### config.mk
export PLATFORM = sky130hd
export DESIGN_NAME = slot_priority_task_queue_core
export DESIGN_NICKNAME = d
export VERILOG_FILES = /design/src/rtl/sptq_pkg.sv /design/src/rtl/sptq_ram.sv /design/src/rtl/sptq_engine.sv /design/src/rtl/slot_priority_task_queue_core.sv
export SDC_FILE = /design/constraint.sdc
export NUM_CORES = 2
export LEC_CHECK = 0
export ABC_AREA = 1
export BUFFER_PORTS_ARGS = -buffer_cell sky130_fd_sc_hd__buf_4
export CORE_ASPECT_RATIO = 1.25
export CORE_MARGIN = 8
export CORE_UTILIZATION = 49
export DETAILED_ROUTE_END_ITERATION = 10
export GPL_TIMING_DRIVEN = 0
export REMOVE_ABC_BUFFERS = 1
export SETUP_SLACK_MARGIN = 0.15
export SKIP_LAST_GASP = 1
export SLEW_MARGIN = 20
export SYNTH_ARGS = -nofsm -noshare
export SYNTH_HDL_FRONTEND = slang
export SYNTH_SLANG_ARGS = --single-unit
export TNS_END_PERCENT = 100
### constraint.sdc
create_clock -name clk -period 7 [get_ports clk]
set_input_delay 1.75 -clock clk [delete_from_list [all_inputs] [get_ports clk]]
set_output_delay 1.75 -clock clk [all_outputs]
set_load 0.005 [all_outputs]
### src/rtl/sptq_pkg.sv
// ----------------------------------------------------------------------------
// sptq_pkg
// Shared types, field widths and codes for the slot priority task queue.
// ----------------------------------------------------------------------------
`default_nettype none

package sptq_pkg;

	// Default sizing of the slot table.
	localparam int SLOTS_DEF       = 16;
	localparam int PRIO_LEVELS_DEF = 8;

	// Fixed field widths.
	localparam int PRIO_W   = 8;
	localparam int HANDLE_W = 32;
	localparam int ARG_W    = 32;
	localparam int SEQ_W    = 32;
	localparam int OCC_W    = 5;
	localparam int ENTRY_W  = PRIO_W + SEQ_W + HANDLE_W + ARG_W;

	// Stream widths.
	localparam int IN_TDATA_W  = 72;
	localparam int OUT_TDATA_W = 80;

	// Command codes carried in the input tuser.
	localparam logic CMD_PUSH = 1'b0;
	localparam logic CMD_POP  = 1'b1;

	// Result status codes.
	typedef enum logic [1:0] {
		ST_OK           = 2'd0,
		ST_BAD_PRIORITY = 2'd1,
		ST_FULL         = 2'd2,
		ST_EMPTY        = 2'd3
	} status_t;

	// One request beat.
	typedef struct packed {
		logic                cmd;
		logic [PRIO_W-1:0]   prio;
		logic [HANDLE_W-1:0] handle;
		logic [ARG_W-1:0]    arg;
	} req_t;

	// One result beat.
	typedef struct packed {
		status_t             status;
		logic [PRIO_W-1:0]   prio;
		logic [HANDLE_W-1:0] handle;
		logic [ARG_W-1:0]    arg;
		logic [OCC_W-1:0]    occupancy;
		logic                is_empty;
	} result_t;

	// Slot table entry as stored in RAM.
	typedef struct packed {
		logic [PRIO_W-1:0]   prio;
		logic [SEQ_W-1:0]    seq;
		logic [HANDLE_W-1:0] handle;
		logic [ARG_W-1:0]    arg;
	} entry_t;

endpackage

`default_nettype wire

### src/rtl/sptq_ram.sv
// ----------------------------------------------------------------------------
// sptq_ram
// Generic single-write, single-read RAM with a registered read port.
// ----------------------------------------------------------------------------
`default_nettype none

module sptq_ram #(
	parameter int WIDTH = 8,
	parameter int DEPTH = 16
) (
	input  wire logic                                   clk,
	input  wire logic                                   we,
	input  wire logic [(DEPTH > 1 ? $clog2(DEPTH) : 1)-1:0] waddr,
	input  wire logic [WIDTH-1:0]                       wdata,
	input  wire logic                                   re,
	input  wire logic [(DEPTH > 1 ? $clog2(DEPTH) : 1)-1:0] raddr,
	output logic      [WIDTH-1:0]                       rdata
);

	logic [WIDTH-1:0] mem_q [DEPTH];

	// Write port.
	always_ff @(posedge clk) begin
		if (we) begin
			mem_q[waddr] <= wdata;
		end
	end

	// Registered read port.
	always_ff @(posedge clk) begin
		if (re) begin
			rdata <= mem_q[raddr];
		end
	end

endmodule

`default_nettype wire

### src/rtl/sptq_engine.sv
// ----------------------------------------------------------------------------
// sptq_engine
// Sequencer that walks the slot table one entry per cycle, for free-slot search
// and best-task pop; a pop feeds a single priority/sequence comparator.
// ----------------------------------------------------------------------------
`default_nettype none

module sptq_engine #(
	parameter int SLOTS       = sptq_pkg::SLOTS_DEF,
	parameter int PRIO_LEVELS = sptq_pkg::PRIO_LEVELS_DEF
) (
	input  wire logic              clk,
	input  wire logic              arst_n,
	input  wire logic              start,
	input  wire sptq_pkg::req_t    req,
	output logic                   idle,
	output logic                   res_valid,
	input  wire logic              res_ready,
	output sptq_pkg::result_t      res
);

	localparam int IDX_W   = (SLOTS > 1) ? $clog2(SLOTS) : 1;
	localparam int CNT_W   = $clog2(SLOTS + 1);
	localparam int KEY_W   = sptq_pkg::PRIO_W + sptq_pkg::SEQ_W;
	localparam logic [IDX_W-1:0] LAST_IDX = IDX_W'(SLOTS - 1);
	localparam logic [CNT_W-1:0] FULL_CNT = CNT_W'(SLOTS);
	localparam logic [sptq_pkg::SEQ_W-1:0] SEQ_ONE = 1;

	typedef enum logic [2:0] {
		S_IDLE,
		S_FIND,
		S_SCAN,
		S_DRAIN,
		S_POPFIN,
		S_DONE
	} state_t;

	state_t                          state_q;
	sptq_pkg::req_t                  req_q;
	logic [IDX_W-1:0]                idx_q;
	logic [SLOTS-1:0]                valid_q;
	logic [CNT_W-1:0]                occ_q;
	logic [sptq_pkg::SEQ_W-1:0]      seq_q;
	sptq_pkg::status_t               status_q;
	logic [sptq_pkg::PRIO_W-1:0]     out_prio_q;
	logic [sptq_pkg::HANDLE_W-1:0]   out_handle_q;
	logic [sptq_pkg::ARG_W-1:0]      out_arg_q;

	// Scan pipeline and running best entry.
	logic                            rd_s1;
	logic [IDX_W-1:0]                idx_s1;
	logic                            found_q;
	logic [KEY_W-1:0]                best_key_q;
	logic [IDX_W-1:0]                best_idx_q;
	logic [sptq_pkg::HANDLE_W-1:0]   best_handle_q;
	logic [sptq_pkg::ARG_W-1:0]      best_arg_q;

	sptq_pkg::entry_t                wr_entry;
	sptq_pkg::entry_t                rd_entry;
	logic [sptq_pkg::ENTRY_W-1:0]    rd_word;
	logic                            ram_we;
	logic                            ram_re;
	logic [KEY_W-1:0]                rd_key;
	logic                            take;
	logic                            bad_prio;
	logic [CNT_W+sptq_pkg::OCC_W-1:0] occ_ext;

	// Slot payload storage.
	sptq_ram #(
		.WIDTH(sptq_pkg::ENTRY_W),
		.DEPTH(SLOTS)
	) u_ram (
		.clk  (clk),
		.we   (ram_we),
		.waddr(idx_q),
		.wdata(wr_entry),
		.re   (ram_re),
		.raddr(idx_q),
		.rdata(rd_word)
	);

	// Write the pushed entry into the first free slot found.
	always_comb begin
		wr_entry.prio   = req_q.prio;
		wr_entry.seq    = seq_q;
		wr_entry.handle = req_q.handle;
		wr_entry.arg    = req_q.arg;
		ram_we = (state_q == S_FIND) && !valid_q[idx_q];
		ram_re = (state_q == S_SCAN);
	end

	// Single comparator: does the entry just read beat the best so far?
	always_comb begin
		rd_entry = rd_word;
		rd_key   = {rd_entry.prio, rd_entry.seq};
		take     = rd_s1 && valid_q[idx_s1] && (!found_q || (rd_key < best_key_q));
		bad_prio = {1'b0, req.prio} >= 9'(PRIO_LEVELS);
	end

	// Result view; occupancy is taken from the live counter.
	always_comb begin
		occ_ext       = {{sptq_pkg::OCC_W{1'b0}}, occ_q};
		idle          = (state_q == S_IDLE);
		res_valid     = (state_q == S_DONE);
		res.status    = status_q;
		res.prio      = out_prio_q;
		res.handle    = out_handle_q;
		res.arg       = out_arg_q;
		res.occupancy = occ_ext[sptq_pkg::OCC_W-1:0];
		res.is_empty  = (occ_q == '0);
	end

	// Sequencer, slot state and registered results.
	always_ff @(posedge clk or negedge arst_n) begin
		if (!arst_n) begin
			state_q       <= S_IDLE;
			req_q         <= '0;
			idx_q         <= '0;
			valid_q       <= '0;
			occ_q         <= '0;
			seq_q         <= '0;
			status_q      <= sptq_pkg::ST_OK;
			out_prio_q    <= '0;
			out_handle_q  <= '0;
			out_arg_q     <= '0;
			rd_s1         <= 1'b0;
			idx_s1        <= '0;
			found_q       <= 1'b0;
			best_key_q    <= '0;
			best_idx_q    <= '0;
			best_handle_q <= '0;
			best_arg_q    <= '0;
		end else begin
			rd_s1  <= ram_re;
			idx_s1 <= idx_q;

			if (take) begin
				found_q       <= 1'b1;
				best_key_q    <= rd_key;
				best_idx_q    <= idx_s1;
				best_handle_q <= rd_entry.handle;
				best_arg_q    <= rd_entry.arg;
			end

			case (state_q)
				S_IDLE: begin
					if (start) begin
						req_q        <= req;
						idx_q        <= '0;
						found_q      <= 1'b0;
						status_q     <= sptq_pkg::ST_OK;
						out_prio_q   <= '0;
						out_handle_q <= '0;
						out_arg_q    <= '0;
						if (req.cmd == sptq_pkg::CMD_PUSH) begin
							if (bad_prio) begin
								status_q <= sptq_pkg::ST_BAD_PRIORITY;
								state_q  <= S_DONE;
							end else if (occ_q == FULL_CNT) begin
								status_q <= sptq_pkg::ST_FULL;
								state_q  <= S_DONE;
							end else begin
								state_q <= S_FIND;
							end
						end else begin
							if (occ_q == '0) begin
								status_q <= sptq_pkg::ST_EMPTY;
								state_q  <= S_DONE;
							end else begin
								state_q <= S_SCAN;
							end
						end
					end
				end
				S_FIND: begin
					// A free slot is known to exist since the table is not full.
					if (!valid_q[idx_q]) begin
						valid_q[idx_q] <= (req_q.handle != '0);
						occ_q   <= occ_q + CNT_W'(req_q.handle != '0);
						seq_q   <= seq_q + SEQ_ONE;
						state_q <= S_DONE;
					end else begin
						idx_q <= idx_q + IDX_W'(1);
					end
				end
				S_SCAN: begin
					if (idx_q == LAST_IDX) begin
						state_q <= S_DRAIN;
					end else begin
						idx_q <= idx_q + IDX_W'(1);
					end
				end
				S_DRAIN: begin
					// The last slot read is compared on this edge.
					state_q <= S_POPFIN;
				end
				S_POPFIN: begin
					valid_q[best_idx_q] <= 1'b0;
					occ_q        <= occ_q - CNT_W'(1);
					out_prio_q   <= best_key_q[KEY_W-1 -: sptq_pkg::PRIO_W];
					out_handle_q <= best_handle_q;
					out_arg_q    <= best_arg_q;
					state_q      <= S_DONE;
				end
				S_DONE: begin
					if (res_ready) begin
						state_q <= S_IDLE;
					end
				end
				default: begin
					state_q <= S_IDLE;
				end
			endcase
		end
	end

endmodule

`default_nettype wire

### src/rtl/slot_priority_task_queue_core.sv
// ----------------------------------------------------------------------------
// slot_priority_task_queue_core
// Priority task queue over a fixed table of task slots.
//
// Input stream: one beat per command. tuser carries the command (push or
// pop); tdata carries priority, task handle and argument. Output stream: one
// beat per command with a status code in tuser and the popped task, the
// occupancy and an empty flag in tdata.
// A push walks the valid bits from slot 0 to the first free slot, one slot a
// cycle. A pop reads every slot from the RAM once through a single
// priority/sequence comparator. Rejected commands (bad priority, full,
// empty) skip the search and go straight to the result. One command is in
// work at a time; s_axis_tready is low while the sequencer is busy.
// The output register holds a finished beat while m_axis_tready is low; the
// sequencer can take and run the next command meanwhile and waits with its
// result until the register frees up.
// Reset empties the table and clears the sequence counter; no clearing pass
// is needed since slot contents are only used while valid.
// ----------------------------------------------------------------------------
`default_nettype none

module slot_priority_task_queue_core #(
	parameter int SLOTS       = sptq_pkg::SLOTS_DEF,
	parameter int PRIO_LEVELS = sptq_pkg::PRIO_LEVELS_DEF
) (
	input  wire logic                             clk,
	input  wire logic                             arst_n,
	// Input beats.
	input  wire logic                             s_axis_tvalid,
	output logic                                  s_axis_tready,
	// tdata: priority_req[7:0], task_handle[39:8], task_arg[71:40].
	input  wire logic [sptq_pkg::IN_TDATA_W-1:0]  s_axis_tdata,
	// tuser: command[0].
	input  wire logic                             s_axis_tuser,
	// Output beats.
	output logic                                  m_axis_tvalid,
	input  wire logic                             m_axis_tready,
	// tdata: out_priority[7:0], out_handle[39:8], out_arg[71:40],
	// occupancy[76:72], is_empty[77], zero fill[79:78].
	output logic      [sptq_pkg::OUT_TDATA_W-1:0] m_axis_tdata,
	// tuser: status[1:0].
	output logic      [1:0]                       m_axis_tuser
);

	sptq_pkg::req_t    req;
	sptq_pkg::result_t res;
	sptq_pkg::result_t out_q;
	logic              out_valid_q;
	logic              eng_idle;
	logic              res_valid;
	logic              res_ready;
	logic              start;

	// Unpack the input beat.
	always_comb begin
		req.cmd    = s_axis_tuser;
		req.prio   = s_axis_tdata[7:0];
		req.handle = s_axis_tdata[39:8];
		req.arg    = s_axis_tdata[71:40];
		s_axis_tready = eng_idle;
		start      = s_axis_tvalid && eng_idle;
		res_ready  = !out_valid_q || m_axis_tready;
	end

	sptq_engine #(
		.SLOTS      (SLOTS),
		.PRIO_LEVELS(PRIO_LEVELS)
	) u_engine (
		.clk      (clk),
		.arst_n   (arst_n),
		.start    (start),
		.req      (req),
		.idle     (eng_idle),
		.res_valid(res_valid),
		.res_ready(res_ready),
		.res      (res)
	);

	// Output register between the sequencer and the receiver.
	always_ff @(posedge clk or negedge arst_n) begin
		if (!arst_n) begin
			out_valid_q <= 1'b0;
			out_q       <= '0;
		end else begin
			if (res_valid && res_ready) begin
				out_valid_q <= 1'b1;
				out_q       <= res;
			end else if (m_axis_tready) begin
				out_valid_q <= 1'b0;
			end
		end
	end

	// Pack the output beat.
	always_comb begin
		m_axis_tvalid = out_valid_q;
		m_axis_tuser  = out_q.status;
		m_axis_tdata  = {2'b00, out_q.is_empty, out_q.occupancy,
			out_q.arg, out_q.handle, out_q.prio};
	end

endmodule

`default_nettype wire

# Word level (Yosys, flattened, before mapping)
# Memory sizes are Yosys's and may differ from the RTL's. A register that Yosys moved wholly into a read port is not among the register bits.
# Cells that the tools add are included.
[word_totals]
inputBits = 77
mem_count = 1
output_inout_bits = 84
reg_bits = 401
elab_cells = 121
ram_bits = 1664
[mem_list]
columns = ["memory", "depth", "word_bits", "read_ports", "rd_ports_with_merged_regs", "write_ports", "line_no", "source"]
rows = [
  ["u_engine.u_ram.mem_q", 16, 104, 1, 1, 1, "sptq_ram.sv:20", "logic [WIDTH-1:0] mem_q [DEPTH];"],
]
[classes]
n_eq_ne = 13
bitwise = 3
mux = 42
n_addsub = 4
n_reduce_logical = 25
n_lt_le_gt_ge = 7
[ops]
columns = ["cell", "n"]
rows = [
  ["$pmux W32 S2", 2],
  ["$lt A40 B40 Y1", 1],
  ["$add A32 B1 Y32 const B", 1],
  ["$mux W32", 1],
  ["$pmux W16 S2", 1],
  ["$reduce_bool A32 Y1", 1],
  ["$mux W3", 8],
  ["$pmux W3 S6", 1],
  ["$and A16 B16 Y16", 1],
  ["$bwmux W16", 1],
  ["$mux W16", 1],
  ["$not A16 Y16", 1],
  ["$pmux W8 S2", 1],
  ["$lt A4 B5 Y1 const B", 3],
  ["$mux W4", 3],
  ["$pmux W4 S3", 1],
  ["$mux W1", 11],
  ["$pmux W5 S2", 1],
  ["$bmux W1 S4", 2],
  ["$demux W1 S4", 2],
  ["$ge A4 B1 Y1 const B", 2],
  ["$ge A8 B4 Y1 const B", 1],
  ["$mux W2", 4],
  ["$mux W8", 1],
  ["21 further kinds", 42],
]

# Logic depth before layout (Yosys ltp)
[depth]
word_depth = 7
ltp_mapped = 18
mapped_depth_nobuf = 16

# By module
# A second synthesis with hierarchy kept.
[hier_totals]
cells_unflattened = 8951
hier_area_um2 = 92866.6
[by_module_without_submodules]
columns = ["mod", "seq_area_each_um2", "area_per_inst_um2", "cells_each", "n_inst"]
rows = [
  ["sptq_ram", 53090.9, 74222.4, 6826, 1],
  ["sptq_engine", 8007.7, 15056.9, 1769, 1],
  ["slot_priority_task_queue_core", 2026.9, 3587.2, 356, 1],
]

# Worst setup path before layout
# No wires, ideal clock.
[synth_timing]
path_kind = "flip-flop to flip-flop"
from = "register u_engine.idx_q[0]"
to = "memory u_engine.u_ram.mem_q[12][0] (netlist bit), enable pin"
slack_ps = 509
t_arrival_ps = 5922
period_less_slack_ps = 6491
stages_incl_launch_ff = 11
required_ps = 6432
path_buffers = 4
path_cell_list = "dfrtp_1 buf_4 inv_2 buf_4 buf_2 buf_2 ha_1 inv_1 nor2_1 inv_1 nor2_1"
[synth_between]
elab_chain_len = 6
[synth_lines]
columns = ["item", "line_no", "source"]
rows = [
  ["start: declaration", "sptq_engine.sv:40", "logic [IDX_W-1:0] idx_q;"],
  ["start signal: assignment", "sptq_engine.sv:183", "idx_q <= idx_q + IDX_W'(1);"],
  ["start signal: assignment", "sptq_engine.sv:190", "idx_q <= idx_q + IDX_W'(1);"],
  ["$bmux W1 S4", "sptq_engine.sv:88", "ram_we = (state_q == S_FIND) && !valid_q[idx_q];"],
  ["$mux W1 (implied by the code)", "sptq_engine.sv:88", ""],
  ["$logic_not A1 Y1", "n/a", ""],
  ["$logic_and A1 B1 Y1", "sptq_engine.sv:88", ""],
  ["$mux W1", "sptq_ram.sv:24", "if (we) begin"],
  ["$mux W1 (implied by the code)", "sptq_ram.sv:25", "mem_q[waddr] <= wdata;"],
  ["end: declaration", "sptq_ram.sv:20", ""],
]
# Parallel ways exist; a longest one is shown, timed or not. The select of a mux whose other input is x is not followed.

# Worst setup path after layout
[layout_timing]
from = "register u_engine.idx_q[1]"
to = "memory u_engine.u_ram.mem_q[1][58] (netlist bit), enable pin"
# Same word-level chain as after synthesis.

==> metrics.csv <==
metric,value,unit
status,finished clean,
clkTransAtPathRegs,60,ps
pin_count_of_the_biggest_net_entering_global_routing,135,
avgViaCountPerCell,5.85,
worst_slew_margin_rel,0.400,
fp.dieH,481,um
rr_endpoint,u_engine.u_ram.mem_q[1][58],
cellPowerDensity,383,mW/mm^2
via_count_of_the_first_global_routing_pass,54000,
synth.largest_area_cell,sky130_fd_sc_hd__edfxtp_1,
timing.critical_path.slowest_cell_delay,780,ps
summed_negative_setup_slack_over_all_endpoints,0,ps
path_delay_family,buffers and inverters,
layout.filler_cells,13600,
postSynthRegisterBits,2169,
synth-async-reset-ratio,0.185,
worst_pin_slew,897,ps
hold_vio_cnt_final,0,
cp.buffers_inverters,8,
hp-start,u_engine.best_key_q[10],
num_io_pins,161,
avgSynthCellArea,12.3,um^2
place.gp.congestion,0.789,
timing.hold.worst.class,reg2reg,
multi_input_area,0.0191,mm^2
flow.area_growth_from_synthesis,16.9,%
timing.critical_path.from,u_engine.idx_q[1],
synthesis.area,0.0846,mm^2
cts-buffers-inserted,203,
clock-root-buffer,sky130_fd_sc_hd__clkbuf_16,
grt_setup_unrepaired,no,
finalSetupViolations,0,
rows,170,
total_clock_sinks,2169,
p_leak,35.8,nW
dr_total_vias,55300,
ctsHtreeMaxLevel,4,
worst_reg_to_reg_cells,15,
synth_ff_type,sky130_fd_sc_hd__edfxtp_1,
preCtsSetupSlack,1830,ps
grt_pass1_wl,342000,um
worst_case_clock_skew,33.5,ps
remaining_drc_errors,0,
synth_enable_flop_cells,1768,
hpwl,136000,um
floorplan.die.width,388,um
final_min_period_over_clock_period,0.750,
die_area,0.186,mm^2
portBuffers,158,
final_period_minus_worst_setup_slack,5250,ps
final.setup.worst_slack,1750,ps
critical_path.endpoint,u_engine.u_ram.mem_q[1][58],
critical-path-slowest-cell,sky130_fd_sc_hd__nor2_4,
yosysWarnings,0,
initial_core_util,0.493,
drive_above_1_share,0.0978,
finish.cell_count_without_fillers,9455,
timing.critical_path.required,7540,ps
first_iter_violations,5699,
worst-r2r-setup-slack,1750,ps
worstSetupStartpointType,register,
global_route_usage_over_all_layers,0.242,
setup.worst_path.class,reg2reg,
num-nets-final,7162,
postCtsSetupRepairBufs,0,
ys_seq_area_frac,0.746,
cts.path.max_buffers,3,
cts_hold_repair.buffers,0,
post_synth_main_area_contributors,"sky130_fd_sc_hd__edfxtp_1 63%, sky130_fd_sc_hd__dfrtp_1 12%, sky130_fd_sc_hd__o21ai_0 5.9%",
max_freq,190,MHz
core_area,0.172,mm^2
regToRegStartpoint,u_engine.idx_q[1],
ys_types,39,
cp_cell_sequence,buf_12 -> inv_8 -> buf_16 -> buf_16 -> o211ai_1 -> nand2_1 -> nand2_1 -> nand2_1 -> nor2_2 -> nand2_4 -> nor2_4 -> buf_16 -> buf_16 -> buf_12 -> buf_16,
worst_ep_arrival_time,5790,ps
synth_top_cell_area_share,0.627,
crit_path_end_kind,register,
wl_per_cell,24.3,um
wirelength,230000,um
clock_tree_from_tritoncts,built,
clock_insertion_delay_worst_skew,860,ps
cp_max_fo,109,
final_global_route_overflow_total,0,
detail_route.first_pass.iterations,6,
antenna_found_initial,4,
synthesis.instances,6889,
cts_repair_resize_count,0,
path_common_cell,sky130_fd_sc_hd__buf_16,
dp_cells,9067,
finish.utilization,0.576,
sequential_cell_area,0.0631,mm^2
finalMaxSlewViolations,0,
max-vdd-ir-drop,0.000256,V
drv.max_cap_violation_count,0,
final_antenna_net_count,0,
total_stage_count_of_the_critical_path,15,
-- cells in the mapped netlist, types with 2 or more instances --
library cell	n
sky130_fd_sc_hd__buf_1	14
sky130_fd_sc_hd__o22ai_1	425
sky130_fd_sc_hd__and3_1	2
sky130_fd_sc_hd__nor3_1	15
sky130_fd_sc_hd__nor2_1	956
sky130_fd_sc_hd__nor2_2	3
sky130_fd_sc_hd__o21a_1	2
sky130_fd_sc_hd__xnor2_1	9
sky130_fd_sc_hd__o21ai_0	1003
sky130_fd_sc_hd__clkbuf_1	305
sky130_fd_sc_hd__nand2_2	4
sky130_fd_sc_hd__ha_1	48
sky130_fd_sc_hd__nand4_1	115
sky130_fd_sc_hd__buf_4	13
sky130_fd_sc_hd__clkinv_1	2
sky130_fd_sc_hd__buf_2	87
sky130_fd_sc_hd__dfrtp_1	401
sky130_fd_sc_hd__buf_6	5
sky130_fd_sc_hd__inv_1	201
sky130_fd_sc_hd__edfxtp_1	1768
sky130_fd_sc_hd__nand2_1	1263
sky130_fd_sc_hd__a211oi_1	2
sky130_fd_sc_hd__nand3b_1	2
sky130_fd_sc_hd__a21oi_1	23
sky130_fd_sc_hd__inv_2	5
sky130_fd_sc_hd__nand3_1	164
sky130_fd_sc_hd__o211ai_1	10
sky130_fd_sc_hd__o21ai_1	7
sky130_fd_sc_hd__xor2_1	25
-- worst min-delay path, cell delays in order (launching register included) --
cell and delay (ps):
sky130_fd_sc_hd__dfrtp_1 340, sky130_fd_sc_hd__nand2_1 50, sky130_fd_sc_hd__nand2_1 50
-- logic make-up (layout without fill, tap and decap cells) --
| group | Yosys count | in the layout | synth area share |
|---|---|---|---|
| xor+xnor | 34 | 34 | 0.00352 |
| flops | 2169 | 2169 | 0.746 |
| buf+inv | 632 | 960 | 0.0303 |
| simple gates | 2530 | 2530 | 0.119 |
| compound gates | 1474 | 1474 | 0.0940 |
| other cells | 1 | 3 | 0.0000443 |
| fa+ha+maj | 49 | 49 | 0.00733 |
-- registers in the layout (all words and copies together), names as in the netlist --
register / count
u_engine.req_q: 72
u_engine.out_handle_q: 32
u_engine.seq_q: 32
m_axis_tdata: 78
u_engine.valid_q: 16
m_axis_tuser: 2
u_engine.idx_q: 4
u_engine.rd_s1: 1
u_engine.u_ram.rdata: 104
u_engine.idx_s1: 4
u_engine.out_prio_q: 8
u_engine.best_arg_q: 32
u_engine.found_q: 1
u_engine.best_handle_q: 32
u_engine.best_key_q: 40
u_engine.state_q: 3
u_engine.out_arg_q: 32
u_engine.status_q: 2
u_engine.occ_q: 5
m_axis_tvalid: 1
u_engine.best_idx_q: 4
u_engine.u_ram.mem_q: 1664
-- metal layers --
| metal | track usage | vias up | wire length (um) |
|---|---|---|---|
| met5 | 0 | - | 0 |
| met4 | 0.0807 | 0 | 7560 |
| met3 | 0.0412 | 453 | 17500 |
| met2 | 0.388 | 2183 | 107000 |
| met1 | 0.337 | 27800 | 97900 |
| li1 | - | 24900 | - |
-- layout make-up --
| cell class | instances | share of cell area |
|---|---|---|
| diodes | 1 | 0.0000253 |
| clock buffers | 308 | 0.0598 |
| clock inverters | 79 | 0.00828 |
| inverters | 208 | 0.00830 |
| multi-input cells | 4089 | 0.193 |
| flip-flops and latches | 2169 | 0.638 |
| well taps | 2236 | 0.0283 |
| repair buffers | 365 | 0.0636 |
-- worst min-delay path by stage --
stage	endpoint	slack, ps	cells past startpoint
floorplan	u_engine.idx_s1[3]	430	0
global route	u_engine.best_key_q[21]	480	2
detailed placement	u_engine.best_key_q[37]	460	2
CTS	u_engine.best_key_q[38]	470	2
global placement	u_engine.best_key_q[29]	450	2
finish	u_engine.best_key_q[10]	470	2
-- stage by stage --
step / area [um^2] / hold WS (ps) / total power [W]
2_1_floorplan: 82800 / 433 / 0.0227
3_3_place_gp: 86800 / 452 / 0.0245
3_5_place_dp: 92200 / 458 / 0.0270
4_1_cts: 98900 / 473 / 0.0381
5_1_grt: 98900 / 484 / 0.0397
6_report: 98900 / 470 / 0.0379
-- layout by cell type (no fill, tap or decap), types with 3 or more instances in the layout --
cell | Yosys | layout
sky130_fd_sc_hd__edfxtp_1 | 1768 | 1768
sky130_fd_sc_hd__nand2_1 | 1263 | 1262
sky130_fd_sc_hd__o21ai_0 | 1003 | 1003
sky130_fd_sc_hd__nor2_1 | 956 | 937
sky130_fd_sc_hd__o22ai_1 | 425 | 425
sky130_fd_sc_hd__dfrtp_1 | 401 | 399
sky130_fd_sc_hd__clkbuf_16 | 0 | 211
sky130_fd_sc_hd__inv_1 | 201 | 199
sky130_fd_sc_hd__nand3_1 | 164 | 163
sky130_fd_sc_hd__buf_4 | 13 | 157
sky130_fd_sc_hd__buf_16 | 0 | 128
sky130_fd_sc_hd__nand4_1 | 115 | 115
sky130_fd_sc_hd__buf_12 | 0 | 78
sky130_fd_sc_hd__clkbuf_1 | 305 | 70
sky130_fd_sc_hd__ha_1 | 48 | 48
sky130_fd_sc_hd__clkinv_2 | 0 | 32
sky130_fd_sc_hd__clkbuf_8 | 0 | 27
sky130_fd_sc_hd__xor2_1 | 25 | 25
sky130_fd_sc_hd__a21oi_1 | 23 | 23
sky130_fd_sc_hd__nor2_4 | 1 | 21
sky130_fd_sc_hd__clkinv_1 | 2 | 18
sky130_fd_sc_hd__nor3_1 | 15 | 15
sky130_fd_sc_hd__bufinv_16 | 0 | 12
sky130_fd_sc_hd__o211ai_1 | 10 | 10
sky130_fd_sc_hd__xnor2_1 | 9 | 9
sky130_fd_sc_hd__o21ai_1 | 7 | 7
sky130_fd_sc_hd__clkinv_8 | 0 | 5
sky130_fd_sc_hd__inv_6 | 0 | 4
sky130_fd_sc_hd__clkinv_4 | 0 | 4
sky130_fd_sc_hd__inv_16 | 0 | 4
sky130_fd_sc_hd__clkinvlp_4 | 0 | 4
sky130_fd_sc_hd__inv_8 | 0 | 3
-- power breakdown --
part	switching, W	internal, W
Sequential	0.00142	0.0163
Combinational	0.00598	0.00308
Clock	0.00481	0.00630
No activity file was read; power rests on OpenSTA's default activity.
